**config.mk**
```make
export PLATFORM = sky130hd
export DESIGN_NAME = crc8_packet_link_with_ack_retransmit_top
export DESIGN_NICKNAME = d
export VERILOG_FILES = /design/src/cpl_pkg.sv /design/src/cpl_rx.sv /design/src/cpl_cmdq.sv /design/src/cpl_txq.sv /design/src/crc8_packet_link_with_ack_retransmit_top.sv
export SDC_FILE = /design/constraint.sdc
export NUM_CORES = 1
export LEC_CHECK = 0
export BUFFER_PORTS_ARGS = -buffer_cell sky130_fd_sc_hd__buf_2
export CAP_MARGIN = 0
export CORE_MARGIN = 2
export CORE_UTILIZATION = 45
export DETAILED_ROUTE_END_ITERATION = 10
export SYNTH_ARGS = -nofsm -noshare
export SYNTH_HDL_FRONTEND = slang
export SYNTH_SLANG_ARGS = --single-unit
```
**constraint.sdc**
```tcl
create_clock -name i_clk -period 13.78 [get_ports i_clk]
set_input_delay 0.689 -clock i_clk [delete_from_list [all_inputs] [get_ports i_clk]]
set_output_delay 0.689 -clock i_clk [all_outputs]
set_load 0.01 [all_outputs]
```
**src/cpl_pkg.sv**
```systemverilog
package cpl_pkg;

    // Packet geometry
    localparam int DATA_BYTES  = 4;
    localparam int QUEUE_DEPTH = 16;
    localparam int HDR_LEN     = DATA_BYTES + 2;
    localparam int PKT_LEN     = DATA_BYTES + 3;
    localparam int HDR_BITS    = HDR_LEN * 8;
    // data bytes carried by the 32-bit payload fields
    localparam int PAY_BYTES   = (DATA_BYTES < 4) ? DATA_BYTES : 4;
    // result records buffered ahead of the serializer
    localparam int TXQ_DEPTH   = 4;

    localparam logic [7:0] CRC_POLY  = 8'h07;
    localparam logic [7:0] CRC_INIT  = 8'h00;
    localparam logic [7:0] FILL_BYTE = 8'hFF;

    // Request kinds
    localparam logic [1:0] KIND_RX   = 2'd0;
    localparam logic [1:0] KIND_SEND = 2'd1;
    localparam logic [1:0] KIND_READ = 2'd2;

    // Register indexes and reset values
    localparam logic [1:0] CFG_CMD_TYPE  = 2'd0;
    localparam logic [1:0] CFG_ACK_TYPE  = 2'd1;
    localparam logic [1:0] CFG_RETX_TYPE = 2'd2;
    localparam logic [7:0] CMD_TYPE_RST  = 8'd1;
    localparam logic [7:0] ACK_TYPE_RST  = 8'd2;
    localparam logic [7:0] RETX_TYPE_RST = 8'd3;

    typedef logic [HDR_LEN-1:0][7:0]    t_hdr;
    typedef logic [PKT_LEN-1:0][7:0]    t_pkt;
    typedef logic [DATA_BYTES:0][7:0]   t_entry;   // byte 0 command, then data
    typedef logic [HDR_BITS-1:0][7:0]   t_crc_tbl;

    // Receiver status at the CRC byte
    typedef struct packed {
        logic done;
        logic crc_ok;
        t_hdr hdr;
    } t_rx_done;

    // One buffered result: a whole packet or one read response
    typedef struct packed {
        logic is_read;
        logic rd_valid;
        logic ack;
        logic ovf;
        t_pkt bytes;
    } t_rec;

    // CRC-8 over one byte, MSB first
    function automatic logic [7:0] crc8_byte(input logic [7:0] crc, input logic [7:0] b);
        logic [7:0] c;
        c = crc ^ b;
        for (int k = 0; k < 8; k++) begin
            c = c[7] ? ({c[6:0], 1'b0} ^ CRC_POLY) : {c[6:0], 1'b0};
        end
        return c;
    endfunction

    // Contribution of each header bit to the CRC (the code is linear, init 0)
    function automatic t_crc_tbl crc8_tbl_build();
        t_crc_tbl   tbl;
        t_hdr       h;
        logic [7:0] c;
        tbl = '0;
        for (int i = 0; i < HDR_LEN; i++) begin
            for (int k = 0; k < 8; k++) begin
                h       = '0;
                h[i][k] = 1'b1;
                c       = CRC_INIT;
                for (int j = 0; j < HDR_LEN; j++) begin
                    c = crc8_byte(c, h[j]);
                end
                tbl[i*8+k] = c;
            end
        end
        return tbl;
    endfunction

    localparam t_crc_tbl CRC_TBL = crc8_tbl_build();

    // Header CRC as an xor of per-bit terms
    function automatic logic [7:0] crc8_hdr(input t_hdr h);
        logic [7:0] c;
        c = CRC_INIT;
        for (int i = 0; i < HDR_LEN; i++) begin
            for (int k = 0; k < 8; k++) begin
                if (h[i][k]) begin
                    c = c ^ CRC_TBL[i*8+k];
                end
            end
        end
        return c;
    endfunction

    // Append the CRC byte
    function automatic t_pkt make_pkt(input t_hdr h);
        t_pkt p;
        for (int i = 0; i < HDR_LEN; i++) begin
            p[i] = h[i];
        end
        p[HDR_LEN] = crc8_hdr(h);
        return p;
    endfunction

    // Ack and retransmit request headers: type, then all 0xFF
    function automatic t_hdr ctrl_hdr(input logic [7:0] pkt_type);
        t_hdr h;
        for (int i = 0; i < HDR_LEN; i++) begin
            h[i] = FILL_BYTE;
        end
        h[0] = pkt_type;
        return h;
    endfunction

endpackage

```
**src/cpl_rx.sv**
```systemverilog
module cpl_rx (
    input  logic               i_clk,
    input  logic               i_rst_n,
    input  logic               i_byte_valid,
    input  logic [7:0]         i_byte,
    output cpl_pkg::t_rx_done  o_done
);

    localparam logic [1:0] RX_TYPE = 2'd0;
    localparam logic [1:0] RX_CMD  = 2'd1;
    localparam logic [1:0] RX_DATA = 2'd2;
    localparam logic [1:0] RX_CRC  = 2'd3;
    localparam int CNT_W = $clog2(cpl_pkg::DATA_BYTES + 1);

    logic [1:0]       r_phase, n_phase;
    logic [CNT_W-1:0] r_cnt, n_cnt;
    logic [7:0]       r_crc, n_crc;
    cpl_pkg::t_hdr    r_hdr, n_hdr;

    // Completion is seen on the CRC byte itself
    assign o_done.done   = i_byte_valid && (r_phase == RX_CRC);
    assign o_done.crc_ok = (i_byte == r_crc);
    assign o_done.hdr    = r_hdr;

    // Byte assembly and running CRC
    always_comb begin
        n_phase = r_phase;
        n_cnt   = r_cnt;
        n_crc   = r_crc;
        n_hdr   = r_hdr;
        if (i_byte_valid) begin
            unique case (r_phase)
                RX_TYPE: begin
                    n_hdr[0] = i_byte;
                    n_crc    = cpl_pkg::crc8_byte(cpl_pkg::CRC_INIT, i_byte);
                    n_phase  = RX_CMD;
                end
                RX_CMD: begin
                    n_hdr[1] = i_byte;
                    n_crc    = cpl_pkg::crc8_byte(r_crc, i_byte);
                    n_cnt    = '0;
                    n_phase  = RX_DATA;
                end
                RX_DATA: begin
                    for (int i = 0; i < cpl_pkg::DATA_BYTES; i++) begin
                        if (r_cnt == CNT_W'(i)) begin
                            n_hdr[2+i] = i_byte;
                        end
                    end
                    n_crc = cpl_pkg::crc8_byte(r_crc, i_byte);
                    n_cnt = r_cnt + 1'b1;
                    if (n_cnt == CNT_W'(cpl_pkg::DATA_BYTES)) begin
                        n_phase = RX_CRC;
                    end
                end
                RX_CRC: begin
                    n_phase = RX_TYPE;
                end
            endcase
        end
    end

    always_ff @(posedge i_clk) begin
        if (!i_rst_n) begin
            r_phase <= RX_TYPE;
            r_cnt   <= '0;
            r_crc   <= cpl_pkg::CRC_INIT;
        end else begin
            r_phase <= n_phase;
            r_cnt   <= n_cnt;
            r_crc   <= n_crc;
        end
    end

    // header bytes are always written before they are used
    always_ff @(posedge i_clk) begin
        r_hdr <= n_hdr;
    end

endmodule

```
**src/cpl_cmdq.sv**
```systemverilog
module cpl_cmdq (
    input  logic             i_clk,
    input  logic             i_rst_n,
    input  logic             i_push,
    input  cpl_pkg::t_entry  i_push_entry,
    input  logic             i_pop,
    output logic             o_full,
    output logic             o_empty,
    output cpl_pkg::t_entry  o_head
);

    localparam int IDX_W = $clog2(cpl_pkg::QUEUE_DEPTH);
    localparam int CNT_W = $clog2(cpl_pkg::QUEUE_DEPTH + 1);

    logic [IDX_W-1:0] r_wr, r_rd;
    logic [CNT_W-1:0] r_cnt;
    cpl_pkg::t_entry  r_mem [cpl_pkg::QUEUE_DEPTH];

    assign o_full  = (r_cnt == CNT_W'(cpl_pkg::QUEUE_DEPTH));
    assign o_empty = (r_cnt == '0);
    assign o_head  = r_mem[r_rd];

    // Pointers wrap at the queue depth
    always_ff @(posedge i_clk) begin
        if (!i_rst_n) begin
            r_wr  <= '0;
            r_rd  <= '0;
            r_cnt <= '0;
        end else begin
            if (i_push) begin
                r_wr <= (r_wr == IDX_W'(cpl_pkg::QUEUE_DEPTH - 1)) ? '0 : r_wr + 1'b1;
            end
            if (i_pop) begin
                r_rd <= (r_rd == IDX_W'(cpl_pkg::QUEUE_DEPTH - 1)) ? '0 : r_rd + 1'b1;
            end
            if (i_push && !i_pop) begin
                r_cnt <= r_cnt + 1'b1;
            end else if (i_pop && !i_push) begin
                r_cnt <= r_cnt - 1'b1;
            end
        end
    end

    // Entry storage
    always_ff @(posedge i_clk) begin
        if (i_push) begin
            r_mem[r_wr] <= i_push_entry;
        end
    end

endmodule

```
**src/cpl_txq.sv**
```systemverilog
module cpl_txq (
    input  logic            i_clk,
    input  logic            i_rst_n,
    input  logic            i_push,
    input  cpl_pkg::t_rec   i_rec,
    output logic            o_full,
    input  logic            i_stall,
    output logic            o_valid,
    output logic            o_out_kind,
    output logic [7:0]      o_tx_byte,
    output logic            o_tx_last,
    output logic            o_read_valid,
    output logic [7:0]      o_read_command,
    output logic [31:0]     o_read_payload,
    output logic            o_ack_pending,
    output logic            o_overflow_seen
);

    localparam int IDX_W  = $clog2(cpl_pkg::TXQ_DEPTH);
    localparam int CNT_W  = $clog2(cpl_pkg::TXQ_DEPTH + 1);
    localparam int BYTE_W = $clog2(cpl_pkg::PKT_LEN);

    logic [IDX_W-1:0]  r_wr, r_rd;
    logic [CNT_W-1:0]  r_cnt;
    logic [BYTE_W-1:0] r_byte;
    cpl_pkg::t_rec     r_mem [cpl_pkg::TXQ_DEPTH];
    cpl_pkg::t_rec     w_head;
    logic              w_last_byte;
    logic              w_out_acc;
    logic              w_pop;

    assign w_head      = r_mem[r_rd];
    assign o_valid     = (r_cnt != '0);
    assign o_full      = (r_cnt == CNT_W'(cpl_pkg::TXQ_DEPTH));
    assign w_last_byte = (r_byte == BYTE_W'(cpl_pkg::PKT_LEN - 1));
    assign w_out_acc   = o_valid && !i_stall;
    assign w_pop       = w_out_acc && (w_head.is_read || w_last_byte);

    // Result fields from the head record
    always_comb begin
        o_out_kind      = 1'b0;
        o_tx_byte       = '0;
        o_tx_last       = 1'b0;
        o_read_valid    = 1'b0;
        o_read_command  = '0;
        o_read_payload  = '0;
        o_ack_pending   = w_head.ack;
        o_overflow_seen = w_head.ovf;
        if (w_head.is_read) begin
            o_out_kind     = 1'b1;
            o_read_valid   = w_head.rd_valid;
            o_read_command = w_head.bytes[1];
            for (int i = 0; i < cpl_pkg::PAY_BYTES; i++) begin
                o_read_payload[8*i +: 8] = w_head.bytes[2+i];
            end
        end else begin
            o_tx_byte = w_head.bytes[r_byte];
            o_tx_last = w_last_byte;
        end
    end

    // Record pointers and byte position within the head packet
    always_ff @(posedge i_clk) begin
        if (!i_rst_n) begin
            r_wr   <= '0;
            r_rd   <= '0;
            r_cnt  <= '0;
            r_byte <= '0;
        end else begin
            if (i_push) begin
                r_wr <= (r_wr == IDX_W'(cpl_pkg::TXQ_DEPTH - 1)) ? '0 : r_wr + 1'b1;
            end
            if (w_pop) begin
                r_rd <= (r_rd == IDX_W'(cpl_pkg::TXQ_DEPTH - 1)) ? '0 : r_rd + 1'b1;
            end
            if (i_push && !w_pop) begin
                r_cnt <= r_cnt + 1'b1;
            end else if (w_pop && !i_push) begin
                r_cnt <= r_cnt - 1'b1;
            end
            if (w_out_acc && !w_head.is_read) begin
                r_byte <= w_last_byte ? '0 : r_byte + 1'b1;
            end
        end
    end

    always_ff @(posedge i_clk) begin
        if (i_push) begin
            r_mem[r_wr] <= i_rec;
        end
    end

    // no record is written into a full buffer
    a_no_push_full: assert property (@(posedge i_clk) disable iff (!i_rst_n)
        i_push |-> !o_full)
        else $error("result buffer written while full");

    // mid-packet position only with a packet at the head
    a_byte_in_packet: assert property (@(posedge i_clk) disable iff (!i_rst_n)
        (r_byte != '0) |-> (o_valid && !w_head.is_read))
        else $error("byte position set without a packet at the head");

endmodule

```
**src/crc8_packet_link_with_ack_retransmit_top.sv**
```systemverilog
// CRC-8 packet link with ack and retransmit. A request is accepted every cycle
// while o_stall is low: a received link byte, a command to send, or a read of
// the received-command queue. Each request is handled in the cycle it is
// accepted and leaves zero results, one read response, or one 7-byte packet;
// results wait in a 4-record buffer, and a packet leaves it one byte per cycle
// of output while i_stall is low; the sustained rate is one request per cycle
// when nothing is sent, lower when every request sends one. o_stall rises
// only while that buffer holds 4 records. Configuration writes are always
// ready and take effect on the next request. No clearing pass after reset.
module crc8_packet_link_with_ack_retransmit_top (
    input  logic        i_clk,
    input  logic        i_rst_n,
    // request channel
    input  logic        i_valid,
    output logic        o_stall,
    input  logic [1:0]  i_kind,
    input  logic [7:0]  i_rx_byte,
    input  logic [7:0]  i_send_command,
    input  logic [31:0] i_send_payload,
    // result channel
    output logic        o_valid,
    input  logic        i_stall,
    output logic        o_out_kind,
    output logic [7:0]  o_tx_byte,
    output logic        o_tx_last,
    output logic        o_read_valid,
    output logic [7:0]  o_read_command,
    output logic [31:0] o_read_payload,
    output logic        o_ack_pending,
    output logic        o_overflow_seen,
    // configuration writes
    input  logic        i_cfg_valid,
    output logic        o_cfg_ready,
    input  logic [1:0]  i_cfg_index,
    input  logic [7:0]  i_cfg_data
);

    logic [7:0]        r_cmd_type, r_ack_type, r_retx_type;
    logic              r_awaiting, n_awaiting;
    logic              r_ovf, n_ovf;
    cpl_pkg::t_pkt     r_last, n_last;

    logic              w_in_acc;
    cpl_pkg::t_rx_done w_rx;
    logic              w_q_push, w_q_pop, w_q_full, w_q_empty;
    cpl_pkg::t_entry   w_q_entry, w_q_head;
    logic              w_push, w_new_tx, w_rec_read;
    cpl_pkg::t_hdr     w_tx_hdr;
    cpl_pkg::t_pkt     w_tx_pkt;
    cpl_pkg::t_rec     w_rec;
    logic              w_txq_full;

    assign w_in_acc    = i_valid && !o_stall;
    assign o_stall     = w_txq_full;
    assign o_cfg_ready = 1'b1;

    // Receive-side packet assembly
    cpl_rx u_rx (
        .i_clk        (i_clk),
        .i_rst_n      (i_rst_n),
        .i_byte_valid (w_in_acc && (i_kind == cpl_pkg::KIND_RX)),
        .i_byte       (i_rx_byte),
        .o_done       (w_rx)
    );

    // Received commands waiting for reads
    cpl_cmdq u_cmdq (
        .i_clk        (i_clk),
        .i_rst_n      (i_rst_n),
        .i_push       (w_q_push),
        .i_push_entry (w_q_entry),
        .i_pop        (w_q_pop),
        .o_full       (w_q_full),
        .o_empty      (w_q_empty),
        .o_head       (w_q_head)
    );

    // Queue entry from the received header
    always_comb begin
        for (int j = 0; j <= cpl_pkg::DATA_BYTES; j++) begin
            w_q_entry[j] = w_rx.hdr[1+j];
        end
    end

    // Request handling
    always_comb begin
        n_awaiting = r_awaiting;
        n_ovf      = r_ovf;
        w_push     = 1'b0;
        w_new_tx   = 1'b0;
        w_rec_read = 1'b0;
        w_q_push   = 1'b0;
        w_q_pop    = 1'b0;
        w_tx_hdr   = cpl_pkg::ctrl_hdr(r_retx_type);
        if (w_in_acc) begin
            unique case (i_kind)
                cpl_pkg::KIND_RX: begin
                    if (w_rx.done) begin
                        if (!w_rx.crc_ok) begin
                            // bad CRC: ask for a retransmit
                            w_new_tx = 1'b1;
                        end else if ((w_rx.hdr[0] == r_retx_type)
                                     && (w_rx.hdr[1] == cpl_pkg::FILL_BYTE)) begin
                            // peer asks again: resend last packet
                            w_push = 1'b1;
                        end else if (r_awaiting) begin
                            if ((w_rx.hdr[0] == r_ack_type)
                                && (w_rx.hdr[1] == cpl_pkg::FILL_BYTE)) begin
                                n_awaiting = 1'b0;
                            end
                        end else if (w_rx.hdr[0] == r_cmd_type) begin
                            if (w_q_full) begin
                                n_ovf = 1'b1;
                            end else begin
                                w_q_push = 1'b1;
                            end
                            w_tx_hdr = cpl_pkg::ctrl_hdr(r_ack_type);
                            w_new_tx = 1'b1;
                        end
                    end
                end
                cpl_pkg::KIND_SEND: begin
                    w_tx_hdr[0] = r_cmd_type;
                    w_tx_hdr[1] = i_send_command;
                    for (int i = 0; i < cpl_pkg::DATA_BYTES; i++) begin
                        w_tx_hdr[2+i] = cpl_pkg::FILL_BYTE;
                    end
                    for (int i = 0; i < cpl_pkg::PAY_BYTES; i++) begin
                        w_tx_hdr[2+i] = i_send_payload[8*i +: 8];
                    end
                    w_new_tx   = 1'b1;
                    n_awaiting = 1'b1;
                end
                cpl_pkg::KIND_READ: begin
                    w_rec_read = 1'b1;
                    w_push     = 1'b1;
                    w_q_pop    = !w_q_empty;
                end
                default: begin
                end
            endcase
        end
        if (w_new_tx) begin
            w_push = 1'b1;
        end
    end

    assign w_tx_pkt = cpl_pkg::make_pkt(w_tx_hdr);
    assign n_last   = w_new_tx ? w_tx_pkt : r_last;

    // Result record
    always_comb begin
        w_rec.is_read  = w_rec_read;
        w_rec.rd_valid = !w_q_empty;
        w_rec.ack      = n_awaiting;
        w_rec.ovf      = n_ovf;
        w_rec.bytes    = n_last;
        if (w_rec_read) begin
            w_rec.bytes = '0;
            if (!w_q_empty) begin
                for (int j = 0; j <= cpl_pkg::DATA_BYTES; j++) begin
                    w_rec.bytes[1+j] = w_q_head[j];
                end
            end
        end
    end

    // Result buffer and byte serializer
    cpl_txq u_txq (
        .i_clk           (i_clk),
        .i_rst_n         (i_rst_n),
        .i_push          (w_push),
        .i_rec           (w_rec),
        .o_full          (w_txq_full),
        .i_stall         (i_stall),
        .o_valid         (o_valid),
        .o_out_kind      (o_out_kind),
        .o_tx_byte       (o_tx_byte),
        .o_tx_last       (o_tx_last),
        .o_read_valid    (o_read_valid),
        .o_read_command  (o_read_command),
        .o_read_payload  (o_read_payload),
        .o_ack_pending   (o_ack_pending),
        .o_overflow_seen (o_overflow_seen)
    );

    // Link state
    always_ff @(posedge i_clk) begin
        if (!i_rst_n) begin
            r_awaiting <= 1'b0;
            r_ovf      <= 1'b0;
            r_last     <= '0;
        end else begin
            r_awaiting <= n_awaiting;
            r_ovf      <= n_ovf;
            r_last     <= n_last;
        end
    end

    // Configuration registers
    always_ff @(posedge i_clk) begin
        if (!i_rst_n) begin
            r_cmd_type  <= cpl_pkg::CMD_TYPE_RST;
            r_ack_type  <= cpl_pkg::ACK_TYPE_RST;
            r_retx_type <= cpl_pkg::RETX_TYPE_RST;
        end else if (i_cfg_valid && o_cfg_ready) begin
            unique case (i_cfg_index)
                cpl_pkg::CFG_CMD_TYPE:  r_cmd_type  <= i_cfg_data;
                cpl_pkg::CFG_ACK_TYPE:  r_ack_type  <= i_cfg_data;
                cpl_pkg::CFG_RETX_TYPE: r_retx_type <= i_cfg_data;
                default: begin
                end
            endcase
        end
    end

    // a send always leaves the link waiting for an ack
    a_send_waits: assert property (@(posedge i_clk) disable iff (!i_rst_n)
        (w_in_acc && (i_kind == cpl_pkg::KIND_SEND)) |=> r_awaiting)
        else $error("send did not set the ack wait");

    // overflow only rises when a command met a full queue
    a_ovf_cause: assert property (@(posedge i_clk) disable iff (!i_rst_n)
        $rose(r_ovf) |-> $past(w_q_full))
        else $error("overflow flag set without a full queue");

    // every queued command is acknowledged
    a_queued_acked: assert property (@(posedge i_clk) disable iff (!i_rst_n)
        w_q_push |-> (w_push && w_new_tx))
        else $error("command queued without an ack");

endmodule
```
---- After elaboration in Yosys (flattened, before gate mapping) ----
Memories as Yosys holds them, arrays and structs flattened. A register that Yosys moved wholly into a read port is not among the register bits.
Cells that the tools add are included.
operators by class
  $add $sub $neg .......................... 10
  order comparisons ....................... 1
  equality and inequality tests ........... 24
  mux-type cells .......................... 143
  bitwise gates (word level) .............. 64
  reduce and logical (&&, ||, !) cells .... 44
operator list
  operator                                                       count
  8-bit 2-to-1 mux                                               28
  3-bit inverter                                                 45
  56-bit 2-to-1 mux                                              2
  7-bit 2-to-1 mux                                               14
  48-bit case mux with 2 select lines                            1
  5-bit inverter                                                 18
  3-bit 2-to-1 mux                                               20
  48-bit 2-to-1 mux                                              1
  1-bit 2-to-1 mux                                               44
  6-bit 2-to-1 mux                                               7
  40-bit 2-to-1 mux                                              1
  8-bit == test                                                  4
  32-bit 2-to-1 mux                                              1
  5-bit 2-to-1 mux                                               6
  8-bit binary-select mux with 3-bit select                      1
  4-bit 2-to-1 mux                                               6
  8-bit case mux with 2 select lines                             1
  2-bit AND reduction                                            8
  2-bit == test, second input constant                           6
  1-bit logical AND                                              12
  3-bit AND reduction                                            4
  2-bit 2-to-1 mux                                               5
  3-bit by 1-bit adder with 3-bit output, second input constant  3
  3-bit == test, second input constant                           3
  other kinds (25)                                               45
storage, ports and cells
  flip-flop bits (word level) ............. 166
  RAM bits ................................ 880
  input bits .............................. 65
  output and inout port bits .............. 56
  word-level logic and storage cells ...... 316
  memories kept ........................... 2
memories
  name          depth  width  rd ports  clocked after memory_dff  write ports  RTL line        RTL
  u_cmdq.r_mem  16     40     1         1                         1            cpl_cmdq.sv:17  cpl_pkg::t_entry r_mem [cpl_pkg::QUEUE_DEPTH];
  u_txq.r_mem   4      60     1         1                         1            cpl_txq.sv:26   cpl_pkg::t_rec r_mem [cpl_pkg::TXQ_DEPTH];

---- Depth between registers and ports, before layout ----
Gate-level depths: netlist of the first run.
  depth after elaboration ................. 105
  mapped depth ............................ 17
  mapped depth without buffers ............ 15

---- By module ----
A second synthesis of the first run with hierarchy kept.
unflattened totals
  cell total of the unflattened synthesis .. 2,556
  area, all modules ....................... 43,370.3 sq um
modules (own cells, without submodules)
  module                                    instances  cells each  area each (sq um)  seq. area each (sq um)
  cpl_cmdq                                  1          1,085       24,851.3           19,558.8
  cpl_txq                                   1          640         10,513.8           7,447.1
  crc8_packet_link_with_ack_retransmit_top  1          626         5,236.3            1,641.6
  cpl_rx                                    1          205         2,768.9            1,701.6

---- Worst setup path before layout of the first run ----
No wires, ideal clock.
  path type ............................... input port to flip-flop
  start ................................... in i_kind[1]
  end ..................................... mem u_cmdq.r_mem[3][0] (netlist bit), enable pin
  library setup time ...................... 0.487 ns
  arrival time ............................ 5.184 ns
  data required time ...................... 13.293 ns
  path slack .............................. 8.109 ns
  stages .................................. 8
  path buffers ............................ 1
  cells stage by stage .................... or3b_4 -> nor2_8 -> and4_4 -> or3b_1 -> buf_6 -> a21oi_2 -> nand2_1 -> nor3_1
on the way
  cells in the longest elaborated chain, start to end .. 8
RTL lines
  element                                   RTL line                                                                                        RTL
  from (decl)                               crc8_packet_link_with_ack_retransmit_top.sv:16                                                  input logic [1:0] i_kind,
  2-bit logical NOT *                       crc8_packet_link_with_ack_retransmit_top.sv:61, crc8_packet_link_with_ack_retransmit_top.sv:96
  1-bit logical AND                         crc8_packet_link_with_ack_retransmit_top.sv:61                                                  .i_byte_valid (w_in_acc && (i_kind == cpl_pkg::KIND_RX)),
  1-bit logical AND                         cpl_rx.sv:21                                                                                    assign o_done.done = i_byte_valid && (r_phase == RX_CRC);
  1-bit 2-to-1 mux                          crc8_packet_link_with_ack_retransmit_top.sv:98                                                  if (w_rx.done) begin
  1-bit 2-to-1 mux *                        crc8_packet_link_with_ack_retransmit_top.sv:96                                                  unique case (i_kind)
  1-bit 2-to-1 mux *                        crc8_packet_link_with_ack_retransmit_top.sv:95                                                  if (w_in_acc) begin
  via u_cmdq.i_push                         cpl_cmdq.sv:4                                                                                   input logic i_push,
  1-bit 2-to-1 mux *                        cpl_cmdq.sv:46                                                                                  if (i_push) begin
  1-bit 2-to-1 mux (not written as such) *  cpl_cmdq.sv:47                                                                                  r_mem[r_wr] <= i_push_entry;
  to (decl)                                 cpl_cmdq.sv:17
Mark *: on every way through the listed nets, which the timed path passes. The rest lies on a longest branch.

---- Final worst setup path of the first run ----
  start ................................... reg u_rx.r_hdr, in the netlist u_rx.o_done[15]
  end ..................................... reg u_txq.r_cnt[2]
on the way
  cells in the longest elaborated chain, start to end .. 11
  elaborated cells on any way between the ends .. 18
  those cells by class .................... eq/ne (1); mux (12); reduce/logical (5)
RTL lines
  element                              RTL line                                         RTL
  from (decl)                          cpl_rx.sv:18                                     cpl_pkg::t_hdr r_hdr, n_hdr;
  from (signal assigned)               cpl_rx.sv:77                                     r_hdr <= n_hdr;
  8-bit == test *                      crc8_packet_link_with_ack_retransmit_top.sv:103  && (w_rx.hdr[1] == cpl_pkg::FILL_BYTE)) begin
  1-bit logical AND *                  crc8_packet_link_with_ack_retransmit_top.sv:103
  1-bit 2-to-1 mux                     crc8_packet_link_with_ack_retransmit_top.sv:102  end else if ((w_rx.hdr[0] == r_retx_type)
  1-bit 2-to-1 mux                     crc8_packet_link_with_ack_retransmit_top.sv:99   if (!w_rx.crc_ok) begin
  1-bit 2-to-1 mux                     crc8_packet_link_with_ack_retransmit_top.sv:98
  1-bit case mux with 2 select lines   crc8_packet_link_with_ack_retransmit_top.sv:96
  1-bit 2-to-1 mux                     crc8_packet_link_with_ack_retransmit_top.sv:95
  1-bit 2-to-1 mux *                   crc8_packet_link_with_ack_retransmit_top.sv:143  if (w_new_tx) begin
  via u_txq.i_push                     cpl_txq.sv:4                                     input logic i_push,
  1-bit logical NOT                    cpl_txq.sv:78                                    end else if (w_pop && !i_push) begin
  1-bit logical AND                    cpl_txq.sv:78
  2-bit nonzero test (no source line)  --
  to (signal assigned)                 cpl_txq.sv:77                                    r_cnt <= r_cnt + 1'b1;
  to (signal assigned)                 cpl_txq.sv:79                                    r_cnt <= r_cnt - 1'b1;
  to (decl)                            cpl_txq.sv:24                                    logic [CNT_W-1:0] r_cnt;
Marks and branches as above.
A chain may end at the register's enable or synchronous reset.

==> results.yml, run 1 <==
timing:
  final.period_utilization_pct: 32.87
  rsz0062_at_grt: "no"
  final.setup.tns_ns: 0
  setup_violations: 0
  tightest_slew_ns: 1.161
  hold_viol_final: 0
  period_needed_ns: 4.530
  timing.fmax_mhz: 220.8
  slew_headroom_pct: 22.61
  worst_clock_skew_ns: 0.03590
  report.final.slew_viol_count: 0
critical_path:
  critPathKind: "flip-flop to flip-flop"
  setup.worst_path.end_class: "flip-flop"
  worstPathArrival_ns: 5.13
  critical_path_fanout_max: 17
  reg2reg_slack_ns: 9.25
  start_kind: "flip-flop"
  timing.critical_path.required_ns: 14.38
grt:
  grt_start_max_net_pins: 114
  grt_first_pass_wirelength_mm: 151.9
  initial_antenna_violation_count: 5
  number_of_global_route_vias_before_repair: 22000
  global_route.overflow_total: 0
  global_route.usage.total_pct: 21.42
die:
  fp.dieArea_sq_mm: 0.09700
  dieWidth_um: 311.4
  fp.coreArea_sq_mm: 0.09347
  chipHeight_um: 311.4
  io_pins: 121
  placement_rows: 112
  initial_core_util_pct: 45.51
cts:
  numCtsBuffers: 108
  clock_sinks: 1052
  h-tree-depth: 3
  clock_insertion_delay_worst_skew_ns: 0.69
  cts_hold_buffers: 0
  tritoncts: "done"
  post_cts_buffers: 0
  post_cts_resize_count: 0
  worst_setup_hold_path_clk_slew_ns: 0.06
  max-clock-path-buffers: 3
  cts_root_buf: "sky130_fd_sc_hd__clkbuf_16"
power_and_ir_drop:
  internal-power_w: 0.005519
  total_leakage_power_nw: 15.32
  power_per_cell_area_mw_per_mm2: 148.2
  ir_worst_vdd_v: 0.0001203
  pwr-share-seq_pct: 49.7
  comb_power_share_pct: 9.2
  power.switching_fraction_pct: 22.82
  switching_power_w: 0.001632
  clockPowerShare_pct: 41.1
detailed_routing:
  drtIter0Drc: 2218
  totalWireLength_mm: 103.8
  detailroute.via_count: 21700
  average_wire_per_standard_cell_um: 27.65
  ant_nets: 0
  drcViolationCount: 0
  first_pass_iters: 5
  viasPerCell: 5.783
placement:
  gp_congestion: 0.8632
  portBuffers: 119
  place.detailed.hpwl_mm: 63.83
  dpl.cell_count: 3551
synth:
  seq_total_area_yosys_pct: 71.35
  postSynth.asyncResetShare_pct: 0
  synth_largest_area_cell: "sky130_fd_sc_hd__edfxtp_1"
  mapped_cells: 2272
  synth-xor-area-share_pct: 3.689
  post_synth_design_cell_area_sq_mm: 0.04253
  synth.lib_cells_used.distinct: 64
  yosys_register_bits: 1052
  synth_top_family_by_area: "multiplexers"
  synth_fp_nets: 2367
  syn_area_per_cell_sq_um: 18.72
  synth_simple_gate_area_share_pct: 3.795
  synth-adder-area-share_pct: 0.9178
  yosysWarningCount: 0
  ys_top_cells_by_area: "sky130_fd_sc_hd__edfxtp_1, sky130_fd_sc_hd__mux4_2, sky130_fd_sc_hd__dfxtp_1"
  yosysTopAreaCellShare_pct: 65.52
  yosys_most_used_dff: "sky130_fd_sc_hd__edfxtp_1"
  synth.area.mux_share_pct: 15.76
  synth_compound_area_share_pct: 3.086
  synth_edf_count: 928
final_layout:
  fillers: 7450
  final-seq-area_sq_mm: 0.03037
  drive_above_1_share_pct: 25.22
  area_of_combinational_cells_with_multiple_inputs_sq_mm: 0.01175
  synthToLayoutAreaGrowth_pct: 13.46
  nets: 2502
  instances_no_fill: 3753
min_path:
  worstHoldPathType: "primary input to flip-flop"
run_status:
  outcome: "completed"
job:
  max_cap_violations: 0
## layer usage
layer	GRT usage, %	vias up	part of all wire, %
met1	30.21	11500	43
met2	34.92	727	49
li1	-	9342	-
met3	3.021	136	5.3
met5	0	-	0
met4	6.335	0	2.6
## cells in the mapped netlist (3+ instances only)
library cell                count
sky130_fd_sc_hd__a21o_1         3
sky130_fd_sc_hd__and3_1         3
sky130_fd_sc_hd__xnor3_1        4
sky130_fd_sc_hd__a221oi_1       5
sky130_fd_sc_hd__buf_1         26
sky130_fd_sc_hd__ha_1          28
sky130_fd_sc_hd__dfxtp_1      124
sky130_fd_sc_hd__a211oi_1      15
sky130_fd_sc_hd__nand2b_1       9
sky130_fd_sc_hd__xor2_1        43
sky130_fd_sc_hd__o211ai_1       3
sky130_fd_sc_hd__mux2i_1       56
sky130_fd_sc_hd__nand3_1        5
sky130_fd_sc_hd__or4_1          3
sky130_fd_sc_hd__edfxtp_1     928
sky130_fd_sc_hd__or3_1          5
sky130_fd_sc_hd__xnor2_1      124
sky130_fd_sc_hd__o22ai_1       41
sky130_fd_sc_hd__o21ai_0       22
sky130_fd_sc_hd__nor3_1        26
sky130_fd_sc_hd__nand4_1       10
sky130_fd_sc_hd__and2_1        46
sky130_fd_sc_hd__nand2_1       38
sky130_fd_sc_hd__mux2_2         3
sky130_fd_sc_hd__nor2b_1        5
sky130_fd_sc_hd__a31oi_1        6
sky130_fd_sc_hd__buf_2          4
sky130_fd_sc_hd__mux4_2       268
sky130_fd_sc_hd__clkbuf_1      96
sky130_fd_sc_hd__o2bb2ai_1     40
sky130_fd_sc_hd__a21oi_1       52
sky130_fd_sc_hd__nor2_1       164
sky130_fd_sc_hd__inv_1         23
sky130_fd_sc_hd__nor4_1         4
sky130_fd_sc_hd__a311oi_1       4
## placed cells by master, fill, tap and decap left out, drive strengths merged, types with 5 or more instances in the layout
cell type / n
a221oi: 5
nand2b: 9
o21ai: 22
mux2i: 60
a211oi: 15
clkbuf: 152
o22ai: 41
inv: 27
mux4: 268
a31oi: 6
bufinv: 11
nor2: 165
or3: 6
and2: 48
xor2: 44
clkinv: 32
buf: 153
xnor2: 124
nand3: 5
nand4: 10
a21oi: 53
ha: 28
nor3: 26
o2bb2ai: 40
edfxtp: 928
nor4: 5
dfxtp: 124
nor2b: 5
nand2: 38
## worst paths after layout
kind	start	cells past startpoint	endpoint
worst max-delay path	u_rx.o_done[15]$_DFFE_PP_	13	u_txq.r_cnt[2]$_SDFFE_PN0P_
worst min-delay path	i_cfg_data[1]	3	r_retx_type[1]$_SDFFE_PN1P_
worst max register to register	u_rx.o_done[15]$_DFFE_PP_	13	u_txq.r_cnt[2]$_SDFFE_PN0P_
worst min register to register	u_txq.r_rd[0]$_SDFFE_PN0P_	2	flip-flop
## worst max-delay path, cell delays in order, from the launching register on
cell	delay (ns)
sky130_fd_sc_hd__edfxtp_1	0.75
sky130_fd_sc_hd__nand4_1	0.30
sky130_fd_sc_hd__nor4_2	0.61
sky130_fd_sc_hd__o211ai_1	0.18
sky130_fd_sc_hd__a21oi_1	0.38
sky130_fd_sc_hd__nor2_4	0.14
sky130_fd_sc_hd__a311oi_2	0.95
sky130_fd_sc_hd__inv_1	0.11
sky130_fd_sc_hd__ha_1	0.25
sky130_fd_sc_hd__inv_1	0.07
sky130_fd_sc_hd__fa_1	0.18
sky130_fd_sc_hd__xor2_1	0.07
sky130_fd_sc_hd__or3_1	0.30
sky130_fd_sc_hd__a21oi_1	0.13
## cell families after synthesis
logic type	count (synthesis)
AOI/OAI and AO/OA	198
xor gates and xnor gates	172
adders and majority gates	30
buffers and inverters	153
DFF	1052
muxes	331
other	1
and+or+nand+nor	335
## sequential cells by signal, indices dropped and copies added, names as in the netlist, named ones only
signal and flops:
r_ack_type 8, r_awaiting 1, r_cmd_type 8, r_last 56
r_ovf 1, r_retx_type 8, u_cmdq.r_cnt 5, u_cmdq.r_mem 640
u_cmdq.r_rd 4, u_cmdq.r_wr 4, u_rx.o_done 48, u_rx.r_cnt 3
u_rx.r_crc 8, u_rx.r_phase 2, u_txq.r_byte 3, u_txq.r_cnt 3
u_txq.r_mem 240, u_txq.r_rd 2, u_txq.r_wr 2
## power groups by stage
stage                     Combinational [W]  Sequential (W)  Clock [W]
final                              0.000655         0.00355    0.00294
after global routing               0.000703         0.00356    0.00312
after CTS                          0.000663         0.00356    0.00299
after detailed placement           0.000660         0.00362          0
after global placement             0.000652         0.00362          0
after floorplan                    0.000441         0.00360          0
## cell type report
type | count | share of cell area, %
clock buffer | 152 | 6.240
multi-input combinational | 1067 | 24.35
tap | 1254 | 3.251
inverter | 25 | 0.2048
clock inverter | 49 | 1.242
timing repair buffer | 153 | 1.789
antenna | 1 | 0.005185
sequential | 1052 | 62.92
## stage by stage
| stage | instance area (sq um) | total power (W) | hold slack (ns) | setup WS [ns] | util [%] |
|---|---|---|---|---|---|
| 2_1_floorplan | 42530 | 0.004043 | 0.4557 | 8.109 | - |
| 3_3_place_gp | 44650 | 0.004271 | 0.4605 | 9.034 | 47.77 |
| 3_5_place_dp | 44650 | 0.004282 | 0.4786 | 8.910 | 47.77 |
| 4_1_cts | 48260 | 0.007212 | 0.2269 | 9.126 | 51.63 |
| 5_1_grt | 48260 | 0.007382 | 0.2408 | 8.938 | 51.63 |
| 6_report | 48260 | 0.007151 | 0.2675 | 9.250 | 51.63 |
Power figures use the tool's default switching activity.
==> inputs of run 2 (changes only) <==
Settings changed: ABC_AREA from default to 1.
Clock period 13.78 ns to 3.7 ns, I/O delays scaled along.
==> run 2 against run 1 <==
Die area grew 4.6%. Core utilization rose by 0.78 points. Largest cell class unchanged. Clock skew fell by 0.013 ns. Synthesized cell count grew 74%. Global-route usage increased by 3.4 points. Sequential cell count unchanged. Clock-buffer cell count shrank 26. Via count up 46%. Hold slack worse by 0.24 ns. Worst setup slack worse by 9.0 ns. Largest power group unchanged. Register-to-register slack got worse by 9.0 ns.
==> results.yml, run 2 <==
grt:
  grt_util_met2_pct: 38.62
  global_route.overflow_total: 0
  busiest_metal_layer_after_global_routing: "met2"
  global_route.usage.total_pct: 24.81
  use_met3_pct: 3.523
  initial_antenna_violation_count: 10
  met1_usage_pct: 36.29
  grt_first_pass_wirelength_mm: 190.2
  number_of_global_route_vias_before_repair: 29680
  grt_start_max_net_pins: 143
synth:
  yosys_register_bits: 1052
  ys_top_cells_by_area: "sky130_fd_sc_hd__edfxtp_1, sky130_fd_sc_hd__o21ai_0, sky130_fd_sc_hd__dfxtp_1"
  post_synth_design_cell_area_sq_mm: 0.04450
  yosys_most_used_dff: "sky130_fd_sc_hd__edfxtp_1"
  synth.most_common_cell: "sky130_fd_sc_hd__edfxtp_1"
  yosysTopAreaCellShare_pct: 62.62
  synth_fp_nets: 4037
  yosysWarningCount: 0
  postSynth.asyncResetShare_pct: 0
  seq_total_area_yosys_pct: 68.20
  synth_largest_area_cell: "sky130_fd_sc_hd__edfxtp_1"
  synth.lib_cells_used.distinct: 56
  mapped_cells: 3942
  syn_area_per_cell_sq_um: 11.29
  post_synth_most_frequent_cells: "sky130_fd_sc_hd__edfxtp_1, sky130_fd_sc_hd__nand2_1, sky130_fd_sc_hd__nor2_1, sky130_fd_sc_hd__o21ai_0, sky130_fd_sc_hd__clkbuf_1"
  synth_edf_count: 928
detailed_routing:
  totalWireLength_mm: 127.9
  first_pass_iters: 6
  viasPerCell: 5.778
  average_wire_per_standard_cell_um: 23.26
  ant_nets: 0
  drcViolationCount: 0
  drtIter0Drc: 3817
  detailroute.via_count: 31770
critical_path:
  r2r.worst_path.cells: 11
  start_kind: "flip-flop"
  timing.critical_path.required_ns: 3.51
  critPathKind: "flip-flop to output pin"
  worstPathArrival_ns: 3.24
  critical_path_fanout_max: 35
  setup.worst_path.end_class: "output pin"
power_and_ir_drop:
  power_per_cell_area_mw_per_mm2: 558.9
  report.power.total_w: 0.02875
  total_leakage_power_nw: 18.44
  ir_worst_vdd_v: 0.0004120
timing:
  setup_violations: 0
  period_needed_ns: 3.428
  worst_clock_skew_ns: 0.02284
  final.setup.tns_ns: 0
  final.period_utilization_pct: 92.66
  tightest_slew_ns: 0.9074
  slew_headroom_pct: 38.87
  hold-worst-slack_ns: 0.02498
  rsz0062_at_grt: "no"
  hold_viol_final: 0
  timing.fmax_mhz: 291.7
  report.final.slew_viol_count: 0
final_layout:
  layout.cells.most_common: "sky130_fd_sc_hd__edfxtp_1"
  nets: 4207
  synthToLayoutAreaGrowth_pct: 15.57
  largest_reg_flops: 640
  register_with_the_highest_flop_count: "u_cmdq.r_mem"
  drive_above_1_share_pct: 12.34
  largestRegisters: "u_cmdq.r_mem (640), u_txq.r_mem (240), r_last (56)"
  layout.cells.most_common_list: "sky130_fd_sc_hd__edfxtp_1, sky130_fd_sc_hd__nand2_1, sky130_fd_sc_hd__nor2_1, sky130_fd_sc_hd__o21ai_0, sky130_fd_sc_hd__inv_1"
  post-route-util_pct: 52.41
cts:
  clock_insertion_delay_worst_skew_ns: 0.68
  clock_sinks: 1052
  tritoncts: "done"
  max-clock-path-buffers: 3
  cts_root_buf: "sky130_fd_sc_hd__clkbuf_16"
  worst_setup_hold_path_clk_slew_ns: 0.06
  numCtsBuffers: 106
  h-tree-depth: 3
min_path:
  hold_path_depth: 4
  worstHoldPathType: "primary input to flip-flop"
die:
  chipHeight_um: 318.5
  io_pins: 121
  dieWidth_um: 318.5
  fp.dieArea_sq_mm: 0.1014
  placement_rows: 115
  fp.coreArea_sq_mm: 0.09813
  initial_core_util_pct: 45.35
placement:
  portBuffers: 119
  place.detailed.hpwl_mm: 80.76
  gp_congestion: 0.9433
job:
  max_cap_violations: 0
run_status:
  outcome: "completed"
run 2: cell types whose count changed after synthesis, sizes merged, moves of 40 or more:
cell / change
nand2: +625
o21ai: +489
nor2: +382
mux4: -268
inv: +166
nand3: +143
o221ai: +126
clkbuf: +107
a21oi: +93
xnor2: -92
mux2i: -60
a32o: +57
and2: -48
o2bb2ai: -40
run 2: cells by family after synthesis:
| kind of cell | Yosys count | synth area share (%) |
|---|---|---|
| simple gates | 1428 | 13.07 |
| flops | 1052 | 68.20 |
| compound gates | 947 | 12.92 |
| buf+inv | 420 | 3.647 |
| xor+xnor | 64 | 1.276 |
| fa+ha+maj | 30 | 0.8772 |
| other cells | 1 | 0.008427 |
run 2: area by class of cell:
| class | instances | area (sq um) |
|---|---|---|
| clock inverter | 75 | 918.4 |
| fill | 8435 | 46700 |
| multi-input combinational | 2470 | 12680 |
| timing repair buffer | 288 | 2302 |
| antenna | 6 | 15.01 |
| sequential | 1052 | 30370 |
| inverter | 194 | 748.2 |
| clock buffer | 126 | 2790 |
| tap | 1287 | 1610 |
run 2: path summary, 6_finish.rpt:
path                              startpoint                     endpoint  slack, ns
setup reg to reg  u_rx.r_crc[2]$_SDFFE_PN0P_  u_txq.r_mem[2][8]$_DFFE_PP_       0.30
hold reg to reg             r_ovf$_SDFF_PN0_             r_ovf$_SDFF_PN0_       0.46
setup / recovery                   flip-flop                 o_tx_byte[4]       0.27
hold / removal            i_send_payload[28]        r_last[44]$_SDFF_PN0_       0.02
run 2: metal layers:
| metal | vias up | wire [um] | share of wire (%) |
|---|---|---|---|
| met3 | 196 | 9716 | 7.6 |
| met5 | - | 40 | 0.031 |
| met1 | 15690 | 56430 | 44 |
| met2 | 1329 | 58380 | 46 |
| met4 | 6 | 3329 | 2.6 |
| li1 | 14540 | - | - |
run 2: repair_timing:
item	4_1_cts	5_1_grt
setup endpoints to repair	0	43
endpoints found under the hold margin	62	0
setup buffers	0	3
hold buffers	30	0
resized for setup	0	4
run 2: where the power goes:
group | leakage, nW | switching [W] | internal [W]
registers | 9.42 | 0.000114 | 0.0132
clock network | 1.80 | 0.00457 | 0.00679
logic | 7.22 | 0.00278 | 0.00132
run 2: per-stage QoR:
step           setup WS [ns]  cells  area [sq um]
2_1_floorplan        -0.3848   3942         44500
3_5_place_dp          0.2206   5258         47360
5_1_grt              0.01973   5492         51410
4_1_cts               0.2183   5489         51370
3_3_place_gp          0.1963   5258         47360
6_report              0.2718   5498         51430
run 2: critical path: stages (launching register included):
cell	delay, ns
sky130_fd_sc_hd__dfxtp_4	0.37
sky130_fd_sc_hd__clkinv_2	0.40
sky130_fd_sc_hd__buf_12	0.36
sky130_fd_sc_hd__buf_4	0.18
sky130_fd_sc_hd__o21ai_0	0.14
sky130_fd_sc_hd__o22ai_1	0.10
sky130_fd_sc_hd__inv_1	0.12
sky130_fd_sc_hd__a21oi_1	0.08
sky130_fd_sc_hd__nor3_1	0.44
sky130_fd_sc_hd__nor3_1	0.15
sky130_fd_sc_hd__buf_2	0.18
